[src/rtl/c2s_pkg.sv]
`default_nettype none
package c2s_pkg;

   // working width of the rotation datapath and its binary point
   localparam int WORK_WIDTH  = 64;
   localparam int Q_POINT     = 60;
   // extra fraction bits carried on the angle accumulator
   localparam int ANGLE_GUARD = 8;
   // root bits of the planar length at Q_POINT scaling
   localparam int RHO_BITS    = Q_POINT + 1;

   typedef logic [WORK_WIDTH-1:0] word_type;

   // shift-subtract division, elaboration only
   function automatic longint unsigned div_u64(longint unsigned a, longint unsigned b);
      longint unsigned q;
      longint unsigned r;
      q = 0;
      r = 0;
      for (int i = 63; i >= 0; i--) begin
         r = (r << 1) | ((a >> i) & 64'd1);
         q = q << 1;
         if (r >= b) begin
            r = r - b;
            q = q | 64'd1;
         end
      end
      return q;
   endfunction

   // atan(1/n) in Q60 by its series
   function automatic longint unsigned atan_inv_q60(longint unsigned n);
      longint unsigned t;
      longint unsigned sum;
      longint unsigned k;
      t   = div_u64(64'd1 << 60, n);
      sum = t;
      k   = 1;
      while (t != 0) begin
         t = div_u64(div_u64(t, n), n);
         if (k[0]) begin
            sum = sum - div_u64(t, 2 * k + 1);
         end else begin
            sum = sum + div_u64(t, 2 * k + 1);
         end
         k = k + 1;
      end
      return sum;
   endfunction

   // atan(2^-i)/pi scaled by 2^acc_bits, rounded to nearest
   function automatic longint unsigned atan_entry(int i, int acc_bits);
      longint unsigned pi_q;
      longint unsigned r;
      longint unsigned q;
      pi_q = 16 * atan_inv_q60(64'd5) - 4 * atan_inv_q60(64'd239);
      if (i == 0) begin
         return 64'd1 << (acc_bits - 2);
      end
      r = atan_inv_q60(64'd1 << i);
      q = 0;
      for (int j = 0; j <= acc_bits; j++) begin
         r = r << 1;
         q = q << 1;
         if (r >= pi_q) begin
            r = r - pi_q;
            q = q | 64'd1;
         end
      end
      return (q + 64'd1) >> 1;
   endfunction

endpackage
`default_nettype wire

[src/rtl/c2s_sqrt_pipe.sv]
`default_nettype none
module c2s_sqrt_pipe #(
   parameter int RW = 16,
   parameter int SW = 1
) (
   input  wire logic            clock,
   input  wire logic            reset,
   input  wire logic            en,
   input  wire logic            in_valid,
   input  wire logic [2*RW-1:0] in_value,
   input  wire logic [SW-1:0]   in_side,
   output logic                 out_valid,
   output logic [RW-1:0]        out_root,
   output logic [SW-1:0]        out_side
);
   import c2s_pkg::*;

   logic [2*RW-1:0] n_ff    [RW+1];
   logic [RW:0]     rem_ff  [RW+1];
   logic [RW-1:0]   root_ff [RW+1];
   logic [SW-1:0]   side_ff [RW+1];
   logic            v_ff    [RW+1];

   assign n_ff[0]    = in_value;
   assign rem_ff[0]  = '0;
   assign root_ff[0] = '0;
   assign side_ff[0] = in_side;
   assign v_ff[0]    = in_valid;

   for (genvar k = 0; k < RW; k++) begin : g_stage
      logic [RW+1:0] rem2;
      logic [RW+1:0] trial;
      logic [RW+1:0] diff;
      logic          ge;
      logic [RW:0]   rem_in;
      logic [RW-1:0] root_in;

      always_comb begin
         rem2    = {rem_ff[k][RW-1:0], n_ff[k][2*RW-1 -: 2]};
         trial   = {root_ff[k], 2'b01};
         diff    = rem2 - trial;
         ge      = (rem2 >= trial);
         rem_in  = ge ? diff[RW:0] : rem2[RW:0];
         root_in = {root_ff[k][RW-2:0], ge};
      end

      // one root bit per stage
      always_ff @(posedge clock) begin
         if (reset) begin
            v_ff[k+1] <= 1'b0;
         end else if (en) begin
            v_ff[k+1] <= v_ff[k];
         end
         if (en) begin
            n_ff[k+1]    <= {n_ff[k][2*RW-3:0], 2'b00};
            rem_ff[k+1]  <= rem_in;
            root_ff[k+1] <= root_in;
            side_ff[k+1] <= side_ff[k];
         end
      end
   end

   assign out_valid = v_ff[RW];
   assign out_root  = root_ff[RW];
   assign out_side  = side_ff[RW];

endmodule
`default_nettype wire

[config.mk]
export PLATFORM = sky130hd
export DESIGN_NAME = c2s_sqrt_pipe
export DESIGN_NICKNAME = d
export VERILOG_FILES = /design/src/rtl/c2s_pkg.sv /design/src/rtl/c2s_sqrt_pipe.sv
export SDC_FILE = /design/constraint.sdc
export NUM_CORES = 1
export LEC_CHECK = 0
export BUFFER_PORTS_ARGS = -buffer_cell sky130_fd_sc_hd__clkbuf_2
export CAP_MARGIN = 15
export CORE_MARGIN = 8
export CORE_UTILIZATION = 40
export DETAILED_ROUTE_END_ITERATION = 8
export HOLD_SLACK_MARGIN = 0.12
export MAX_ROUTING_LAYER = met4
export PLACE_DENSITY = 0.62
export SKIP_LAST_GASP = 1
export SYNTH_ARGS = -nofsm -noshare
export SYNTH_HDL_FRONTEND = slang
export SYNTH_SLANG_ARGS = --single-unit
export TNS_END_PERCENT = 100
[constraint.sdc]
create_clock -name clock -period 3.8 [get_ports clock]
set_clock_uncertainty 0.1 [all_clocks]
set_input_delay 0.19 -clock clock [delete_from_list [all_inputs] [get_ports clock]]
set_output_delay 0.19 -clock clock [all_outputs]
set_load 0.005 [all_outputs]
# ---- After elaboration in Yosys (flattened, before gate mapping)
# Index checks and enable logic that the tools add are counted.
dict set report op_classes {
  addsub 15
  n_lt_le_gt_ge 16
  muxes 15
}
# cell n
set ops {}
lappend ops {{$mux W16} 14}
lappend ops {{$ge A18 B10 Y1} 1}
lappend ops {{$ge A18 B11 Y1} 1}
lappend ops {{$ge A18 B12 Y1} 1}
lappend ops {{$ge A18 B13 Y1} 1}
lappend ops {{$ge A18 B14 Y1} 1}
lappend ops {{$ge A18 B15 Y1} 1}
lappend ops {{$ge A18 B16 Y1} 1}
lappend ops {{$ge A18 B17 Y1} 1}
lappend ops {{$ge A18 B3 Y1} 1}
lappend ops {{$ge A18 B4 Y1} 1}
lappend ops {{$ge A18 B5 Y1} 1}
lappend ops {{$ge A18 B6 Y1} 1}
lappend ops {{$ge A18 B7 Y1} 1}
lappend ops {{$ge A18 B8 Y1} 1}
lappend ops {{$ge A18 B9 Y1} 1}
lappend ops {{$sub A16 B10 Y16} 1}
lappend ops {{$sub A16 B11 Y16} 1}
lappend ops {{$sub A16 B12 Y16} 1}
lappend ops {{$sub A16 B13 Y16} 1}
lappend ops {{$sub A16 B14 Y16} 1}
lappend ops {{$sub A16 B15 Y16} 1}
lappend ops {{$sub A16 B16 Y16} 1}
lappend ops {{$sub A16 B3 Y16} 1}
lappend ops {{other kinds (9)} 9}
dict set report word_totals {
  ff_bits 635
  input_bits 37
  word_cells 125
}

# ---- Logic depth before layout (Yosys ltp)
dict set report logic_depth {
  depth_word 2
  ltp_mapped 11
  depth_no_buf 9
}

# ---- Least setup slack after synthesis
# OpenSTA, ideal clock, no wires.
dict set report synth_timing {
  kind {register to register}
  startpoint {register rem_ff, in the netlist g_stage[14].rem2[7]}
  endpoint {register rem_ff, in the netlist g_stage[15].rem2[10], data pin}
  arrival_time_ns 2.379
  required_time_ns 3.440
  slack_ns 1.061
  path_stages_with_launch 10
  path_buffers 2
  path_cell_list {edfxtp_1 ha_1 and2_1 nand3_1 o21bai_1 and2_1 clkbuf_1 o311ai_4 buf_6 mux2_2}
}
dict set report synth_between {
  elab_chain_cells 2
}
# item line_no
set synth_lines {}
lappend synth_lines {{start, declared} c2s_sqrt_pipe.sv:19} ;# logic [RW:0] rem_ff [RW+1];
lappend synth_lines {{start signal, assigned by index} c2s_sqrt_pipe.sv:56} ;# rem_ff[k+1] <= rem_in;
lappend synth_lines {{$ge A18 B16 Y1} c2s_sqrt_pipe.sv:42} ;# ge = (rem2 >= trial);
lappend synth_lines {{named net g_stage[14].ge} c2s_sqrt_pipe.sv:34} ;# logic ge;
lappend synth_lines {{$mux W16} c2s_sqrt_pipe.sv:43} ;# rem_in = ge ? diff[RW:0] : rem2[RW:0];
lappend synth_lines {{named net g_stage[14].rem_in[8]} c2s_sqrt_pipe.sv:35} ;# logic [RW:0] rem_in;
# The timed path passes the listed nets, and every way through them passes these cells.
# A chain may end at the register's enable or synchronous reset.

# ---- Final worst setup path
dict set report layout_timing {
  startpoint {register rem_ff, in the netlist g_stage[10].rem2[2]}
  endpoint {register rem_ff, in the netlist g_stage[11].rem2[5], data pin}
}
dict set report layout_between {
  elab_chain_cells 2
}
# item line_no
set layout_lines {}
lappend layout_lines {{$sub A16 B12 Y16 or $ge A18 B12 Y1 (tied branches)} {c2s_sqrt_pipe.sv:41, c2s_sqrt_pipe.sv:42}}
lappend layout_lines {{$mux W16 (*)} c2s_sqrt_pipe.sv:43}
lappend layout_lines {{named net g_stage[10].rem_in[3]} c2s_sqrt_pipe.sv:35}
# The timed path passes the listed nets; every way through them passes the cells marked *.

==> summary.md <==
| Metric | Value |
|---|---|
| Outcome | complete, no violations |
| Worst hold path type | in2reg |
| Most numerous cell in the Yosys netlist | edfxtp_1 |
| Finished Cell Area | 0.0328 mm2 |
| Seq pwr share | 49.4% |
| Final setup vio count | 0 |
| Leak Pwr | 12.7 nW |
| Vias in the first global route | 16700 |
| Hold Vio Cnt, Final | 0 |
| Final WL | 50.4 mm |
| CP startpoint kind | register |
| Peak VDD IR | 0.000374 V |
| Starting Density | 40.3% |
| Syn nets | 2268 |
| Worst reg-to-reg setup slack | 0.68 ns |
| Hpwl dp | 34.9 mm |
| Max-Cap Viols | 0 |
| FF+latch count, synth | 632 |
| P_sw | 4.61 mW |
| RePlAce Congestion | 0.919 |
| Cell Pwr Density | 555 mW/mm2 |
| Die H | 284 um |
| Worst slew pin tran | 0.902 ns |
| Achievable Freq | 321 MHz |
| Fin nets | 2417 |
| Overflow after GRT | 0 |
| Switching Share | 25.3% |
| Drt pass-1 iters | 5 |
| Initial antenna violation count | 0 |
| Fill count | 6275 |
| Skew-Pair Late Insertion Delay | 0.59 ns |
| Clk network pwr share | 34.7% |
| Tcrit/Tclk final | 82.0% |
| Total core area | 0.0714 mm2 |
| CTS Sinks | 632 |
| Critical Path AT | 3.35 ns |
| Io pins | 55 |
| Synth-to-Final Area Change | 14.1% |
| Tot GR Track Use | 12.5% |
| CP peak stage delay | 0.46 ns |
| Crit-path cells | ha_1 -> nor2b_1 -> o31a_1 -> o31ai_1 -> a31o_2 -> nand2_1 -> mux2_2 |
| Synth unique cells | 75 |
| RSZ-0062 raised after global routing | no |
| H-tree depth | 3 |
| DP Cell Count | 3068 |
| Synth area leaders | edfxtp_1 64%, ha_1 6.6%, mux2_2 3.0%, xnor2_1 2.6%, xor2_1 2.4% |
| Die area | 0.0808 mm2 |
| CTS tree | yes |
| Post-synthesis sequential area ratio | 65.4% |
| Main synth FF type | edfxtp_1 |
| CP Data Required Time | 4.03 ns |
| Slew Limit Fails | 0 |
| Die span in x | 284 um |
| Cell taking the most area after synthesis | edfxtp_1 |
| Ys Warns | 0 |
| Post-route DRC | 0 |
| Cell row count | 98 |
| Post-route setup TNS | 0 ns |
| WL per Instance | 15.6 um |
| Crit path buffers/inverters | 0 |
| Vias per cell | 5.06 |
| Post-CTS resize count | 0 |
| First-pass GRT wire length | 82.9 mm |
| CP delay by family, top | compound AO/OA/AOI/OAI gates |
| Combinational share of power | 15.9% |
| Clk root buf | clkbuf_16 |
| CP endpoint kind | register |
| Mapped Area | 0.0288 mm2 |
| TritonCTS Buffers | 68 |
| Post-synth top area share | 64.3% |
| Mapped Cells | 2079 |
| Vias | 16300 |
| Iteration-0 DRC Markers | 923 |
| Clk pin slew, worst setup/hold paths | 0.06 ns |
| Slowest-stage cell, CP | o31ai_1 |
| Crit path time final | 3.12 ns |
| Crit-path max FO | 13 |
| Asr flop ratio synth | 0% |
| Longest Clk Path Bufs | 3 |
| Internal power | 13.6 mW |
| Dpl cell area | 0.0303 mm2 |
| Layout cells sized above 1 | 11.8% |
| Top cells by count, synth | 616 x edfxtp_1, 179 x inv_1, 152 x ha_1 |
| I/O Buffers | 54 |
| Critical setup path kind | reg2reg |
| Routed Antenna Nets | 0 |
| Mean Syn Cell Area | 13.8 um2 |
| Largest net degree at the start of global routing | 139 |
| Ant. Diodes | 0 |
| Layout Cells excl Fill | 3229 |
| Slew HR | 39.3% |
| Number of synthesized flops with an enable pin | 616 |
-- power by group through the flow --
stage | combinational [mW] | clock [mW] | sequential, mW
after detailed placement | 2.85 | 0 | 9.15
after CTS | 2.90 | 6.56 | 9.01
after global routing | 3.23 | 6.82 | 9.07
after global placement | 2.78 | 0 | 9.13
after floorplan | 2.17 | 0 | 8.97
final | 2.90 | 6.33 | 9.00
-- state kept, by name (all words and copies together), names as in the netlist --
name and flops:
n_ff 210, g_stage.rem2 254, out_valid 1, out_root 16, side_ff 15, v_ff 15
out_side 1, g_stage.root_in 120
-- metal layers --
layer	part of all wire, %	up-vias	wire (um)	global-route usage [%]
met5	0	-	0	-
met4	2.6	0	1330	4.47
met3	3.6	99	1810	2.27
met2	50	288	25000	21.5
met1	44	7885	22200	14.8
li1	-	8064	-	-
-- path summary, 6_finish.rpt --
| path | startpoint | end | cells after the start |
|---|---|---|---|
| worst min register to register | n_ff[337] | n_ff[307] | 0 |
| worst min-delay path | in_value[19] | n_ff[501] | 2 |
| worst max-delay path | g_stage[10].rem2[2] | g_stage[11].rem2[5] | 7 |
| worst max register to register | g_stage[10].rem2[2] | g_stage[11].rem2[5] | 7 |
-- cell families after synthesis --
family	synth area share (%)
muxes	4.19
other	0.0130
AOI/OAI and AO/OA	7.95
DFF	65.4
adders and majority gates	6.61
buffers and inverters	2.79
and+or+nand+nor	8.14
xor gates and xnor gates	4.93
-- metrics by stage --
| step | worst slack [ns] | power, mW | hold WS (ns) | util (%) |
|---|---|---|---|---|
| finish | 0.683 | 18.2 | 0.214 | 46.0 |
| global route | 0.508 | 19.1 | 0.188 | 46.0 |
| CTS | 0.700 | 18.5 | 0.175 | 46.0 |
| detailed placement | 0.710 | 12.0 | 0.269 | 42.5 |
| global placement | 0.516 | 11.9 | 0.267 | 42.5 |
| floorplan | 1.06 | 11.1 | 0.189 | - |
-- layout by cell type, fill, tap and decap left out, types with 17 or more instances in the layout --
cell	n
a211oi_1	19
a21o_1	26
a21oi_1	121
clkbuf_16	68
clkbuf_2	55
dlygate4sd3_1	40
edfxtp_1	616
ha_1	152
inv_1	179
mux2_2	77
mux2i_1	28
nand2_1	83
nand2b_1	26
nand3_1	31
nor2_1	117
nor2b_1	17
nor3_1	55
nor4_1	24
o21a_1	33
o21ai_0	67
or3_1	24
xnor2_1	84
xor2_1	78
-- final cells by class --
type	instances	area (um2)	area share (%)
multi-input combinational	1238	9170	27.9
timing repair buffer	107	857	2.61
clock buffer	84	1760	5.37
inverter	181	679	2.07
tap	950	1190	3.62
clock inverter	37	370	1.13
sequential	632	18800	57.3
-- what timing repair did --
item	4_1_cts	5_1_grt
hold endpoints to repair	96	0
buffers inserted	0	0
hold buffers	40	0
No activity file was read; power rests on OpenSTA's default activity.
